**src/hw/rtl/dtd_pkg.sv**
```systemverilog
// Shared types, codes and constants for the decimal text to binary64 converter.
// Used by dtd_fpu and decimal_text_to_double_unit; depends on nothing else.
package dtd_pkg;

  // Default saturation bound on the decimal exponent
  localparam int EXP_BOUND_DEF = 2047;

  // Character codes
  localparam logic [7:0] CH_NUL   = 8'h00;
  localparam logic [7:0] CH_MINUS = 8'h2D;
  localparam logic [7:0] CH_PLUS  = 8'h2B;
  localparam logic [7:0] CH_DOT   = 8'h2E;
  localparam logic [7:0] CH_ZERO  = 8'h30;
  localparam logic [7:0] CH_NINE  = 8'h39;
  localparam logic [7:0] CH_LE    = 8'h65;
  localparam logic [7:0] CH_UE    = 8'h45;

  // Scaling constants 10.0 and 0.1: significand with hidden bit, biased exponent
  localparam logic [52:0] TEN_MANT   = 53'h14000000000000;
  localparam logic [10:0] TEN_EXP    = 11'd1026;
  localparam logic [52:0] TENTH_MANT = 53'h1999999999999A;
  localparam logic [10:0] TENTH_EXP  = 11'd1019;

  localparam logic [63:0] DBL_POS_ZERO = 64'h0000000000000000;
  localparam logic [63:0] DBL_POS_INF  = 64'h7FF0000000000000;

  // Operations of the shared floating-point unit
  typedef enum logic [1:0] {
    OP_MUL10 = 2'd0,
    OP_MUL01 = 2'd1,
    OP_ADD   = 2'd2
  } fpu_op_t;

  typedef struct packed {
    logic    start;
    fpu_op_t op;
  } fpu_cmd_t;

  typedef struct packed {
    logic done;
    logic busy;
  } fpu_stat_t;

  // 14-bit slice of the constant significand, least significant slice first
  function automatic logic [13:0] const_chunk(input fpu_op_t op, input logic [1:0] idx);
    logic [55:0] m;
    m = (op == OP_MUL01) ? {3'b000, TENTH_MANT} : {3'b000, TEN_MANT};
    return m[{idx, 4'b0000} - {idx, 1'b0} +: 14];
  endfunction

  function automatic logic [10:0] const_exp(input fpu_op_t op);
    return (op == OP_MUL01) ? TENTH_EXP : TEN_EXP;
  endfunction

endpackage

```
**src/hw/rtl/dtd_fpu.sv**
```systemverilog
// Iterative binary64 unit: multiply by 10.0 or 0.1, or add a small digit, round to nearest even.
// Operands are never negative and never NaN. Depends on dtd_pkg.
module dtd_fpu (
  input  logic               clk,
  input  logic               rst_n,
  input  dtd_pkg::fpu_cmd_t  cmd,
  input  logic [63:0]        opa,
  input  logic [3:0]         digit,
  output dtd_pkg::fpu_stat_t stat,
  output logic [63:0]        res
);
  import dtd_pkg::*;

  typedef enum logic [5:0] {
    F_IDLE    = 6'b000001,
    F_PRENORM = 6'b000010,
    F_MUL     = 6'b000100,
    F_PACK    = 6'b001000,
    F_NORM    = 6'b010000,
    F_ROUND   = 6'b100000
  } fstate_t;

  fstate_t            fst_r, fst_nxt;
  fpu_op_t            op_r, op_nxt;
  logic [52:0]        ma_r, ma_nxt;
  logic signed [13:0] ea_r, ea_nxt;
  logic [1:0]         cidx_r, cidx_nxt;
  logic [105:0]       prod_r, prod_nxt;
  logic [55:0]        m_r, m_nxt;
  logic               stk_r, stk_nxt;
  logic signed [13:0] e_r, e_nxt;
  logic [63:0]        res_r, res_nxt;
  logic               done_r, done_nxt;

  // Right shift with the shifted-out bits folded into a sticky bit
  function automatic logic [56:0] shr_sticky(input logic [55:0] x, input logic [10:0] amt);
    logic [55:0] mask;
    logic [55:0] y;
    logic        s;
    if (amt >= 11'd56) begin
      y = '0;
      s = |x;
    end else begin
      mask = ~({56{1'b1}} << amt[5:0]);
      y    = x >> amt[5:0];
      s    = |(x & mask);
    end
    return {y, s};
  endfunction

  // Operand decode
  logic [10:0]        a_ef, a_ef_eff;
  logic [52:0]        a_ma;
  logic               a_inf, a_zero;
  logic signed [13:0] diff;
  logic [55:0]        ma_g, d_g;
  logic [56:0]        al_sh;
  logic [55:0]        add_m;
  logic               add_s;
  logic signed [13:0] add_e;

  assign a_ef     = opa[62:52];
  assign a_ef_eff = (a_ef == 11'd0) ? 11'd1 : a_ef;
  assign a_ma     = {a_ef != 11'd0, opa[51:0]};
  assign a_inf    = &a_ef;
  assign a_zero   = (opa[62:0] == 63'd0);
  assign ma_g     = {1'b0, a_ma, 2'b00};
  assign d_g      = 56'(digit) << 50;
  assign diff     = $signed({3'b000, a_ef_eff}) - 14'sd1027;

  // Align the smaller addend to the larger one's frame
  always_comb begin
    if (diff >= 14'sd0) begin
      al_sh = shr_sticky(d_g, diff[10:0]);
      add_m = ma_g + al_sh[56:1];
      add_e = $signed({3'b000, a_ef_eff});
    end else begin
      al_sh = shr_sticky(ma_g, 11'(-diff));
      add_m = d_g + al_sh[56:1];
      add_e = 14'sd1027;
    end
    add_s = al_sh[0];
  end

  // One partial product of the significand and a constant slice
  logic [66:0]  pp;
  logic [5:0]   pp_amt;
  logic [105:0] pp_sh;

  assign pp     = ma_r * const_chunk(op_r, cidx_r);
  assign pp_amt = 6'(cidx_r) * 6'd14;
  assign pp_sh  = 106'(pp) << pp_amt;

  // Rounding and packing
  logic [52:0]        mant;
  logic               rnd_up;
  logic [53:0]        mr;
  logic signed [13:0] e_inc;
  logic [63:0]        rnd;

  assign mant   = m_r[54:2];
  assign rnd_up = m_r[1] & (m_r[0] | stk_r | mant[0]);
  assign mr     = {1'b0, mant} + 54'(rnd_up);
  assign e_inc  = e_r + 14'sd1;

  always_comb begin
    if (m_r == 56'd0) begin
      rnd = DBL_POS_ZERO;
    end else if (mr[53]) begin
      rnd = (e_inc >= 14'sd2047) ? DBL_POS_INF : {1'b0, e_inc[10:0], 52'd0};
    end else if (e_r >= 14'sd2047) begin
      rnd = DBL_POS_INF;
    end else begin
      rnd = {1'b0, (mr[52] ? e_r[10:0] : 11'd0), mr[51:0]};
    end
  end

  // Sequencer
  always_comb begin
    fst_nxt  = fst_r;
    op_nxt   = op_r;
    ma_nxt   = ma_r;
    ea_nxt   = ea_r;
    cidx_nxt = cidx_r;
    prod_nxt = prod_r;
    m_nxt    = m_r;
    stk_nxt  = stk_r;
    e_nxt    = e_r;
    res_nxt  = res_r;
    done_nxt = 1'b0;
    unique case (fst_r)
      F_IDLE: begin
        if (cmd.start) begin
          op_nxt = cmd.op;
          if (a_inf) begin
            res_nxt  = opa;
            done_nxt = 1'b1;
          end else if (cmd.op == OP_ADD) begin
            if (digit == 4'd0) begin
              res_nxt  = opa;
              done_nxt = 1'b1;
            end else begin
              m_nxt   = add_m;
              stk_nxt = add_s;
              e_nxt   = add_e;
              fst_nxt = F_NORM;
            end
          end else if (a_zero) begin
            res_nxt  = opa;
            done_nxt = 1'b1;
          end else begin
            ma_nxt   = a_ma;
            ea_nxt   = $signed({3'b000, a_ef_eff});
            prod_nxt = '0;
            cidx_nxt = 2'd0;
            fst_nxt  = a_ma[52] ? F_MUL : F_PRENORM;
          end
        end
      end
      F_PRENORM: begin
        // subnormal operand: bring the leading one up to the hidden bit
        ma_nxt = ma_r << 1;
        ea_nxt = ea_r - 14'sd1;
        if (ma_r[51]) fst_nxt = F_MUL;
      end
      F_MUL: begin
        prod_nxt = prod_r + pp_sh;
        cidx_nxt = cidx_r + 2'd1;
        if (cidx_r == 2'd3) fst_nxt = F_PACK;
      end
      F_PACK: begin
        m_nxt   = prod_r[105:50];
        stk_nxt = |prod_r[49:0];
        e_nxt   = ea_r + $signed({3'b000, const_exp(op_r)}) - 14'sd1023;
        fst_nxt = F_NORM;
      end
      F_NORM: begin
        if (m_r == 56'd0) begin
          fst_nxt = F_ROUND;
        end else if (m_r[55] || (e_r < 14'sd1)) begin
          m_nxt   = m_r >> 1;
          stk_nxt = stk_r | m_r[0];
          e_nxt   = e_r + 14'sd1;
        end else if (!m_r[54] && (e_r > 14'sd1)) begin
          m_nxt = m_r << 1;
          e_nxt = e_r - 14'sd1;
        end else begin
          fst_nxt = F_ROUND;
        end
      end
      F_ROUND: begin
        res_nxt  = rnd;
        done_nxt = 1'b1;
        fst_nxt  = F_IDLE;
      end
      default: fst_nxt = F_IDLE;
    endcase
  end

  always_ff @(posedge clk) begin
    if (!rst_n) begin
      fst_r  <= F_IDLE;
      done_r <= 1'b0;
    end else begin
      fst_r  <= fst_nxt;
      done_r <= done_nxt;
    end
    op_r   <= op_nxt;
    ma_r   <= ma_nxt;
    ea_r   <= ea_nxt;
    cidx_r <= cidx_nxt;
    prod_r <= prod_nxt;
    m_r    <= m_nxt;
    stk_r  <= stk_nxt;
    e_r    <= e_nxt;
    res_r  <= res_nxt;
  end

  assign stat.done = done_r;
  assign stat.busy = (fst_r != F_IDLE);
  assign res       = res_r;

endmodule

```
**src/hw/rtl/decimal_text_to_double_unit.sv**
```systemverilog
// Streaming decimal text to binary64 converter, top level: character parser and sequencer.
// Depends on dtd_pkg and dtd_fpu.
//
// One character per item. Signs, '.', 'e'/'E', exponent digits and skipped characters are each
// taken without the floating-point unit. A mantissa digit takes two passes through the shared
// floating-point unit (multiply by 10.0, then add the digit); the accumulator only ever holds whole
// numbers while digits arrive. A character that ends a number costs one multiply pass per unit of
// the clamped decimal exponent, stopping early once the value is zero or infinite; scaling then
// finishes and the result register is loaded. The one shared unit, with its four-step 53x14-bit
// multiplier, does every multiply and add. After a number ended by any character other than NUL,
// characters are dropped up to the next NUL.
module decimal_text_to_double_unit #(
  parameter int EXP_BOUND = dtd_pkg::EXP_BOUND_DEF
) (
  input  logic        clk,
  input  logic        rst_n,
  input  logic        in_valid,
  output logic        in_ready,
  input  logic [7:0]  in_ch,
  output logic        out_valid,
  input  logic        out_ready,
  output logic [63:0] out_value_bits
);
  import dtd_pkg::*;

  localparam int EW = $clog2(EXP_BOUND + 1);
  localparam logic [EW-1:0] BOUND = EW'(EXP_BOUND);

  typedef enum logic [5:0] {
    P_SIGN    = 6'b000001,
    P_INT     = 6'b000010,
    P_FRAC    = 6'b000100,
    P_EXPSIGN = 6'b001000,
    P_EXPDIG  = 6'b010000,
    P_SKIP    = 6'b100000
  } phase_t;

  typedef enum logic [4:0] {
    S_IDLE  = 5'b00001,
    S_MUL10 = 5'b00010,
    S_ADD   = 5'b00100,
    S_SCALE = 5'b01000,
    S_EMIT  = 5'b10000
  } seq_t;

  phase_t      phase_r, phase_nxt;
  seq_t        state_r, state_nxt;
  logic [63:0] accum_r, accum_nxt;
  logic [EW-1:0] frac_r, frac_nxt;
  logic [EW-1:0] expd_r, expd_nxt;
  logic        exp_neg_r, exp_neg_nxt;
  logic        is_neg_r, is_neg_nxt;
  logic [EW-1:0] scale_r, scale_nxt;
  logic        scale_neg_r, scale_neg_nxt;
  logic        emit_neg_r, emit_neg_nxt;
  logic [3:0]  digit_r, digit_nxt;
  logic        wait_r, wait_nxt;
  fpu_cmd_t    cmd_r, cmd_nxt;
  logic        out_valid_r, out_valid_nxt;
  logic [63:0] out_bits_r, out_bits_nxt;

  fpu_stat_t   fpu_stat;
  logic [63:0] fpu_res;

  dtd_fpu u_fpu (
    .clk   (clk),
    .rst_n (rst_n),
    .cmd   (cmd_r),
    .opa   (accum_r),
    .digit (digit_r),
    .stat  (fpu_stat),
    .res   (fpu_res)
  );

  // Character classes
  logic          is_dig, is_e, ph_int, ph_expd, acc_done;
  logic [3:0]    dval;
  logic [EW+3:0] expd_v;
  logic [EW:0]   esum;

  assign is_dig   = (in_ch >= CH_ZERO) && (in_ch <= CH_NINE);
  assign dval     = 4'(in_ch - CH_ZERO);
  assign is_e     = (in_ch == CH_LE) || (in_ch == CH_UE);
  assign ph_int   = (phase_r == P_INT) || ((phase_r == P_SIGN) && (in_ch != CH_MINUS));
  assign ph_expd  = (phase_r == P_EXPDIG) ||
                    ((phase_r == P_EXPSIGN) && (in_ch != CH_PLUS) && (in_ch != CH_MINUS));
  assign expd_v   = {4'b0000, expd_r} * (EW+4)'(10) + (EW+4)'(dval);
  assign esum     = {1'b0, frac_r} + {1'b0, expd_r};
  // scaling leaves zero and infinity unchanged
  assign acc_done = (accum_r[62:0] == 63'd0) || (&accum_r[62:52]);

  always_comb begin
    phase_nxt     = phase_r;
    state_nxt     = state_r;
    accum_nxt     = accum_r;
    frac_nxt      = frac_r;
    expd_nxt      = expd_r;
    exp_neg_nxt   = exp_neg_r;
    is_neg_nxt    = is_neg_r;
    scale_nxt     = scale_r;
    scale_neg_nxt = scale_neg_r;
    emit_neg_nxt  = emit_neg_r;
    digit_nxt     = digit_r;
    wait_nxt      = wait_r;
    cmd_nxt       = '{start: 1'b0, op: OP_MUL10};
    out_valid_nxt = out_valid_r && !out_ready;
    out_bits_nxt  = out_bits_r;

    unique case (state_r)
      S_IDLE: begin
        if (in_valid) begin
          if ((phase_r == P_SIGN) && (in_ch == CH_MINUS)) begin
            is_neg_nxt = 1'b1;
            phase_nxt  = P_INT;
          end else if (phase_r == P_SKIP) begin
            if (in_ch == CH_NUL) phase_nxt = P_SIGN;
          end else if ((phase_r == P_EXPSIGN) && (in_ch == CH_PLUS)) begin
            phase_nxt = P_EXPDIG;
          end else if ((phase_r == P_EXPSIGN) && (in_ch == CH_MINUS)) begin
            exp_neg_nxt = 1'b1;
            phase_nxt   = P_EXPDIG;
          end else if (ph_expd && is_dig) begin
            expd_nxt  = (expd_v > (EW+4)'(BOUND)) ? BOUND : expd_v[EW-1:0];
            phase_nxt = P_EXPDIG;
          end else if ((ph_int || (phase_r == P_FRAC)) && is_dig) begin
            // mantissa digit: accum * 10.0, then + digit
            digit_nxt = dval;
            cmd_nxt   = '{start: 1'b1, op: OP_MUL10};
            state_nxt = S_MUL10;
            if (phase_r == P_FRAC) begin
              if (frac_r < BOUND) frac_nxt = frac_r + EW'(1);
            end else begin
              phase_nxt = P_INT;
            end
          end else if (ph_int && (in_ch == CH_DOT)) begin
            phase_nxt = P_FRAC;
          end else if ((ph_int || (phase_r == P_FRAC)) && is_e) begin
            phase_nxt = P_EXPSIGN;
          end else begin
            // end of number: fix the clamped exponent, clear the parse state
            if (exp_neg_r) begin
              scale_neg_nxt = 1'b1;
              scale_nxt     = (esum > {1'b0, BOUND}) ? BOUND : esum[EW-1:0];
            end else if (expd_r >= frac_r) begin
              scale_neg_nxt = 1'b0;
              scale_nxt     = expd_r - frac_r;
            end else begin
              scale_neg_nxt = 1'b1;
              scale_nxt     = frac_r - expd_r;
            end
            emit_neg_nxt = is_neg_r;
            is_neg_nxt   = 1'b0;
            exp_neg_nxt  = 1'b0;
            frac_nxt     = '0;
            expd_nxt     = '0;
            phase_nxt    = (in_ch == CH_NUL) ? P_SIGN : P_SKIP;
            wait_nxt     = 1'b0;
            state_nxt    = S_SCALE;
          end
        end
      end
      S_MUL10: begin
        if (fpu_stat.done) begin
          accum_nxt = fpu_res;
          cmd_nxt   = '{start: 1'b1, op: OP_ADD};
          state_nxt = S_ADD;
        end
      end
      S_ADD: begin
        if (fpu_stat.done) begin
          accum_nxt = fpu_res;
          state_nxt = S_IDLE;
        end
      end
      S_SCALE: begin
        // one multiply by 10.0 or 0.1 per unit of exponent
        if (wait_r) begin
          if (fpu_stat.done) begin
            accum_nxt = fpu_res;
            wait_nxt  = 1'b0;
          end
        end else if ((scale_r == '0) || acc_done) begin
          state_nxt = S_EMIT;
        end else begin
          cmd_nxt   = '{start: 1'b1, op: (scale_neg_r ? OP_MUL01 : OP_MUL10)};
          scale_nxt = scale_r - EW'(1);
          wait_nxt  = 1'b1;
        end
      end
      S_EMIT: begin
        if (!out_valid_r || out_ready) begin
          out_valid_nxt = 1'b1;
          out_bits_nxt  = {accum_r[63] ^ emit_neg_r, accum_r[62:0]};
          accum_nxt     = DBL_POS_ZERO;
          state_nxt     = S_IDLE;
        end
      end
      default: state_nxt = S_IDLE;
    endcase
  end

  always_ff @(posedge clk) begin
    if (!rst_n) begin
      phase_r     <= P_SIGN;
      state_r     <= S_IDLE;
      accum_r     <= DBL_POS_ZERO;
      frac_r      <= '0;
      expd_r      <= '0;
      exp_neg_r   <= 1'b0;
      is_neg_r    <= 1'b0;
      wait_r      <= 1'b0;
      cmd_r       <= '{start: 1'b0, op: OP_MUL10};
      out_valid_r <= 1'b0;
    end else begin
      phase_r     <= phase_nxt;
      state_r     <= state_nxt;
      accum_r     <= accum_nxt;
      frac_r      <= frac_nxt;
      expd_r      <= expd_nxt;
      exp_neg_r   <= exp_neg_nxt;
      is_neg_r    <= is_neg_nxt;
      wait_r      <= wait_nxt;
      cmd_r       <= cmd_nxt;
      out_valid_r <= out_valid_nxt;
    end
    scale_r     <= scale_nxt;
    scale_neg_r <= scale_neg_nxt;
    emit_neg_r  <= emit_neg_nxt;
    digit_r     <= digit_nxt;
    out_bits_r  <= out_bits_nxt;
  end

  assign in_ready       = (state_r == S_IDLE);
  assign out_valid      = out_valid_r;
  assign out_value_bits = out_bits_r;

  // FPU results only arrive while the sequencer waits for one
  a_done_expected: assert property (@(posedge clk) disable iff (!rst_n)
    fpu_stat.done |-> ((state_r == S_MUL10) || (state_r == S_ADD) ||
                       ((state_r == S_SCALE) && wait_r)))
    else $error("fpu result with no operation outstanding");

  // a new operation never hits a busy unit
  a_start_idle: assert property (@(posedge clk) disable iff (!rst_n)
    cmd_r.start |-> !fpu_stat.busy)
    else $error("fpu started while busy");

  // loading the result register returns to idle with an item on offer
  a_emit: assert property (@(posedge clk) disable iff (!rst_n)
    ((state_r == S_EMIT) && (!out_valid_r || out_ready)) |=> (out_valid && in_ready))
    else $error("result not loaded on emit");

  // a dropped character leaves the input ready for the next one
  a_skip_fast: assert property (@(posedge clk) disable iff (!rst_n)
    (in_valid && in_ready && (phase_r == P_SKIP)) |=> in_ready)
    else $error("skip stalled the input");

endmodule
```
**config.mk**
```make
export PLATFORM = sky130hd
export DESIGN_NAME = decimal_text_to_double_unit
export DESIGN_NICKNAME = d
export VERILOG_FILES = /design/src/hw/rtl/dtd_pkg.sv /design/src/hw/rtl/dtd_fpu.sv /design/src/hw/rtl/decimal_text_to_double_unit.sv
export SDC_FILE = /design/constraint.sdc
export NUM_CORES = 2
export LEC_CHECK = 0
export BUFFER_PORTS_ARGS = -buffer_cell sky130_fd_sc_hd__buf_2
export CORE_MARGIN = 2
export CORE_UTILIZATION = 30
export DETAILED_ROUTE_END_ITERATION = 10
export SYNTH_ARGS = -nofsm -noshare
export SYNTH_HDL_FRONTEND = slang
export SYNTH_SLANG_ARGS = --single-unit
export TNS_END_PERCENT = 50
```
**constraint.sdc**
```tcl
create_clock -name clk -period 36.5 [get_ports clk]
set_clock_uncertainty 0.05 [all_clocks]
set_input_delay 5.475 -clock clk [delete_from_list [all_inputs] [get_ports clk]]
set_output_delay 5.475 -clock clk [all_outputs]
set_load 0.005 [all_outputs]
```
# Word-level counts from Yosys, hierarchy flattened
# Index checks and enable logic that the tools add are counted.
dict set report classes {
  n_addsub 20
  n_mul 3
  n_div 0
  magnitude_cmp 13
  n_eq_ne 82
  n_shift 6
  mux 167
  bitwise 16
  reduce_logical 63
}
# cell count
set op_table {}
lappend op_table {{56-bit 2-to-1 mux} 12}
lappend op_table {{64-bit 2-to-1 mux} 10}
lappend op_table {{106-bit 2-to-1 mux} 4}
lappend op_table {{11-bit 2-to-1 mux} 26}
lappend op_table {{53-bit 2-to-1 mux} 4}
lappend op_table {{106-bit case mux with 2 select lines} 1}
lappend op_table {{64-bit case mux with 3 select lines} 1}
lappend op_table {{56-bit case mux with 3 select lines} 1}
lappend op_table {{14-bit 2-to-1 mux} 11}
lappend op_table {{64-bit case mux with 2 select lines} 1}
lappend op_table {{6-bit 2-to-1 mux} 21}
lappend op_table {{63-bit 2-to-1 mux} 2}
lappend op_table {{56-bit NOT} 2}
lappend op_table {{56-bit OR reduction} 2}
lappend op_table {{56-bit by 6-bit << shifter with 56-bit output (first input constant)} 2}
lappend op_table {{106-bit adder} 1}
lappend op_table {{53-bit case mux with 2 select lines} 1}
lappend op_table {{67-bit by 6-bit << shifter with 106-bit output} 1}
lappend op_table {{2-bit != test (second input constant)} 37}
lappend op_table {{5-bit 2-to-1 mux} 14}
lappend op_table {{53-bit by 14-bit multiplier with 67-bit output} 1}
lappend op_table {{63-bit logical NOT} 1}
lappend op_table {{54-bit by 56-bit adder with 56-bit output} 1}
lappend op_table {{55-bit by 56-bit adder with 56-bit output} 1}
lappend op_table {{98 further kinds} 212}
dict set report totals {
  regBits 504
  latch_bits 0
  ramBits 0
  romBits 0
  in_bits 12
  output_inout_bits 66
  wordCells 397
  memories 0
}

# Longest topological paths before layout
dict set report depth {
  ltp_word 15
  depth_mapped 54
  ltp_nobuf 47
}

# Cells and area by module
# A second synthesis with hierarchy kept.
dict set report unflattened {
  hier_cells 8132
  area_unflattened_um2 68389.3
}
# module n_inst cells_per_inst area_per_inst_um2 seq_area_each_um2
set by_module_without_submodules {}
lappend by_module_without_submodules {dtd_fpu 1 7223 59086.7 9509.1}
lappend by_module_without_submodules {decimal_text_to_double_unit 1 909 9302.7 4514.3}

# Worst setup path before layout
# OpenSTA, ideal clock, no wires.
dict set report synth_timing {
  path_kind {register -> register}
  start {register u_fpu.cidx_r[0]}
  end {register u_fpu.prod_r[105] (data pin)}
  setup_time_ns 0.148
  arrival_time_ns 12.440
  t_required_ns 36.302
  setup_slack_ns 23.861
  path_stages_with_launch 50
  n_path_buf 7
  synth_period_minus_slack_ns 12.639
  path_cell_list {edfxtp_1 inv_1 buf_1 clkbuf_1 clkbuf_1 ha_1 clkbuf_1 clkinv_1 a21oi_1 o31a_1 clkbuf_1 buf_1 nor2_1 fa_1 inv_1 fa_1 inv_1 fa_1 [14 not listed] mux2_2 mux4_2 o21ai_1 o22ai_1 ha_1 nand4_1 nor4_1 nand2_1 nor4_1 a222oi_1 a211oi_1 nor2_1 o41ai_2 a31oi_1 o21ai_1 o221ai_1 or2_0 mux2i_1}
}
dict set report synth_via {
  elab_chain_len 6
  word_cells_on_any_way 7
  classes_between {add/sub (2); mul (2); shift (2); mux (1)}
}
# item line_no
set synth_lines {}
lappend synth_lines {{from (decl)} dtd_fpu.sv:27} ;# logic [1:0] cidx_r, cidx_nxt;
lappend synth_lines {{from (signal assigned)} dtd_fpu.sv:211} ;# cidx_r <= cidx_nxt;
lappend synth_lines {{6-bit by 3-bit subtractor with 6-bit output} dtd_pkg.sv:48} ;# return m[{idx, 4'b0000} - {idx, 1'b0} +: 14];
lappend synth_lines {{56-bit by 7-bit variable part select with 14-bit output} dtd_pkg.sv:48}
lappend synth_lines {{53-bit by 14-bit multiplier with 67-bit output} dtd_fpu.sv:90} ;# assign pp = ma_r * const_chunk(op_r, cidx_r);
lappend synth_lines {{67-bit by 6-bit << shifter with 106-bit output (*)} dtd_fpu.sv:92} ;# assign pp_sh = 106'(pp) << pp_amt;
lappend synth_lines {{106-bit adder (*)} dtd_fpu.sv:167} ;# prod_nxt = prod_r + pp_sh;
lappend synth_lines {{106-bit case mux with 2 select lines (*)} dtd_fpu.sv:131} ;# unique case (fst_r)
lappend synth_lines {{to (signal assigned)} dtd_fpu.sv:212} ;# prod_r <= prod_nxt;
lappend synth_lines {{to (decl)} dtd_fpu.sv:28} ;# logic [105:0] prod_r, prod_nxt;
# Mark *: on every way between the ends. The rest lies on a longest branch, timed or not.
# A chain may end at the register's enable or synchronous reset.

# Worst setup path after layout
dict set report layout_timing {
  start {register u_fpu.op_r[1]}
  end {register u_fpu.prod_r[105] (data pin)}
}
dict set report layout_via {
  elab_chain_len 7
}
# item line_no
set layout_lines {}
lappend layout_lines {{from (decl)} dtd_fpu.sv:24} ;# fpu_op_t op_r, op_nxt;
lappend layout_lines {{from (signal assigned)} dtd_fpu.sv:208} ;# op_r <= op_nxt;
lappend layout_lines {{2-bit by 1-bit equality test with 1-bit output} dtd_pkg.sv:47} ;# m = (op == OP_MUL01) ? {3'b000, TENTH_MANT} : {3'b000, TEN_MANT};
lappend layout_lines {{52-bit 2-to-1 mux} dtd_pkg.sv:47}
lappend layout_lines {{56-bit by 7-bit variable part select with 14-bit output} dtd_pkg.sv:48}
lappend layout_lines {{53-bit by 14-bit multiplier with 67-bit output} dtd_fpu.sv:90}
lappend layout_lines {{67-bit by 6-bit << shifter with 106-bit output} dtd_fpu.sv:92}
lappend layout_lines {{106-bit adder} dtd_fpu.sv:167}
lappend layout_lines {{106-bit case mux with 2 select lines} dtd_fpu.sv:131}
# No other way between the ends.

==> out/metrics.cfg <==
[outcome]
outcome=finished, final reports clean

[setup_path]
path_buf_inv=6
crit_top_cell=fa_1
reg2reg_setup_slack_ns=20.61
arrival_ns=16.39
r2r-start=u_fpu.op_r[1]
crit_family=adder cells
critPathRequiredTime_ns=37.01
worst_setup_path_end_kind=flop
cpMaxStageDelayCell=nor4_1
cp_max_fo=68
start_kind=flop
path_class=reg2reg
r2r-end=u_fpu.prod_r[105]
cpPeakStageDelay_ns=0.77
r2r_cells=44

[grt]
first_global_vias=60900
grt_max_degree=79
antenna_found_initial=22
globalRouteOverflowTotal=0
grt_first_pass_wirelength_um=415000
gr-usage-all-layers=0.241

[yosys]
synth.yosys.seq_area_share=0.209
synthArstFlopShare=0
synth_warnings=0
ys_seq_elements=504
synth_nets=9017
synth-main-ff-cell=edfxtp_1
synth_area_leaders=fa_1 (18%), edfxtp_1 (18%), ha_1 (7.2%)
synth-edff-count=393
syn_inst=8002
synth.distinct_cells=106
netlist_area_um2=67200
synth.largest_area_cell=fa_1
synth_top_area_frac=0.184
avgSynthCellArea_um2=8.39

[sta]
slew_headroom=0.0908
setup_violations=0
rsz0062_at_grt=no
clock.fmax_mhz=62.9
final_max_slew_viol_count=0
hold_viol=0
setup_slack_ns=20.61
worst_pin_slew_ns=1.35
period_minus_slack_ns=15.89
period_share=0.435
fin_setup_tns_ns=0
hold_ws_ns=0.387

[placed_design]
placed_area_um2=70500
pre_cts_ws_ns=20.97
port_buffers=77
dp_cells=10700
hpwl_um=218000
place_congestion=0.994

[die]
die_area_um2=228000
die_h_um=477
ioPinCount=78
core_area_um2=222000
start_util=0.302
fp-row-count=173
fp.dieW_um=477

[cts]
cts_post_setup_buffers_inserted=0
cts_resized=0
ctsHoldBuffers=0
htreeDepth=3
ctsLongestPathBuffers=3
cts_tree=yes
clock-sinks=504
cts_buffers=69
worstSkewPairLatency_ns=0.73
clk_pin_slew_ns=0.06
cts-root-buf=clkbuf_16

[final_layout]
layoutNonFillerInstCount=10800
fin_nets=8772
layout-drive-gt1-share=0.0671
mostFrequentLayoutCells=nand2_1 (1002), inv_1 (748), nor2_1 (634), fa_1 (618), a21oi_1 (555)
fill_cells=23400
area_delta_synth_final_pct=8.69
final_util=0.328
design_area_um2=73000
layout_commonest_cell=nand2_1

[routing]
wl_per_cell_um=26.1
via_count=61800
drt-total-wl_um=282000
initialDrtViolationCount=6736
antenna_left=0
vias_per_cell=5.72
firstDrtPassIters=8
drcViolationCount=0

[power_and_ir_drop]
total_power_mw=3.73
peakVddDrop_uv=35.8
power.density_nw_per_um2=51.1
power_leakage_nw=30.4

[flow_run]
maxCapViolCount=0

[hold_path]
hold_depth=0
hold_end=u_fpu.op_r[0]
min_from=cmd_r[0]
hp-class=reg2reg

## cell usage after synthesis (all sizes together), types with 26 or more instances
| master | instances |
|---|---|
| a31oi | 62 |
| dfxtp | 111 |
| o22ai | 71 |
| clkbuf | 452 |
| ha | 385 |
| inv | 754 |
| nand3 | 216 |
| o21a | 44 |
| and3 | 82 |
| mux2i | 271 |
| or2 | 26 |
| nor2 | 637 |
| a22oi | 92 |
| xor2 | 140 |
| xnor2 | 208 |
| nand2 | 1006 |
| edfxtp | 393 |
| a211oi | 49 |
| nand2b | 38 |
| a21o | 163 |
| and2 | 257 |
| fa | 618 |
| buf | 70 |
| nand4 | 101 |
| o21bai | 74 |
| o211ai | 31 |
| mux2 | 96 |
| nor2b | 37 |
| or3 | 31 |
| nor3 | 122 |
| a21oi | 558 |
| a221o | 41 |
| nor4 | 73 |
| o21ai | 365 |
## kinds of logic after synthesis
logic type               Yosys count  share of synthesized area
buffers and inverters           1278                     0.0719
multiplexers                     379                     0.0605
XOR/XNOR                         348                     0.0454
AO/OA/AOI/OAI                   1785                      0.170
AND/OR/NAND/NOR                 2703                      0.187
flip-flops                       504                      0.209
adder cells (fa/ha/maj)         1005                      0.256
## metal layers
layer,GRT usage,share of wire
met1,0.321,0.42
met2,0.368,0.44
met3,0.0440,0.081
met4,0.135,0.064
met5,0,0.00023
## power by group
part           switching [mW]  internal [mW]
sequential             0.0320          0.634
combinational            1.50          0.812
clock                   0.325          0.423
## registers in the layout, summed over array words and instances, names as in the netlist, 14 cells and up
name,count
u_fpu.res,64
u_fpu.ma_r,53
u_fpu.prod_r,106
u_fpu.ea_r,14
u_fpu.e_r,14
u_fpu.m_r,56
out_value_bits,64
accum_r,64
## cell type report
type / count / area [um2] / area share
inverter: 756 / 2840 / 0.0389
clock buffer: 98 / 2040 / 0.0280
antenna: 17 / 42.5 / 0.000583
multi-input combinational: 6220 / 48600 / 0.665
tap: 2975 / 3720 / 0.0510
timing repair buffer: 206 / 1350 / 0.0185
clock inverter: 29 / 408 / 0.00559
sequential: 504 / 14000 / 0.192
## worst max-delay path by stage
stage | start | endpoint | cells past startpoint
after floorplan | u_fpu.cidx_r[0] | u_fpu.prod_r[105] | 49
after global placement | u_fpu.cidx_r[0] | u_fpu.prod_r[105] | 46
after detailed placement | u_fpu.cidx_r[0] | u_fpu.prod_r[105] | 46
after CTS | u_fpu.op_r[1] | u_fpu.prod_r[105] | 44
after global routing | u_fpu.op_r[1] | u_fpu.prod_r[105] | 44
final | u_fpu.op_r[1] | u_fpu.prod_r[105] | 44
Power figures use the tool's default switching activity.
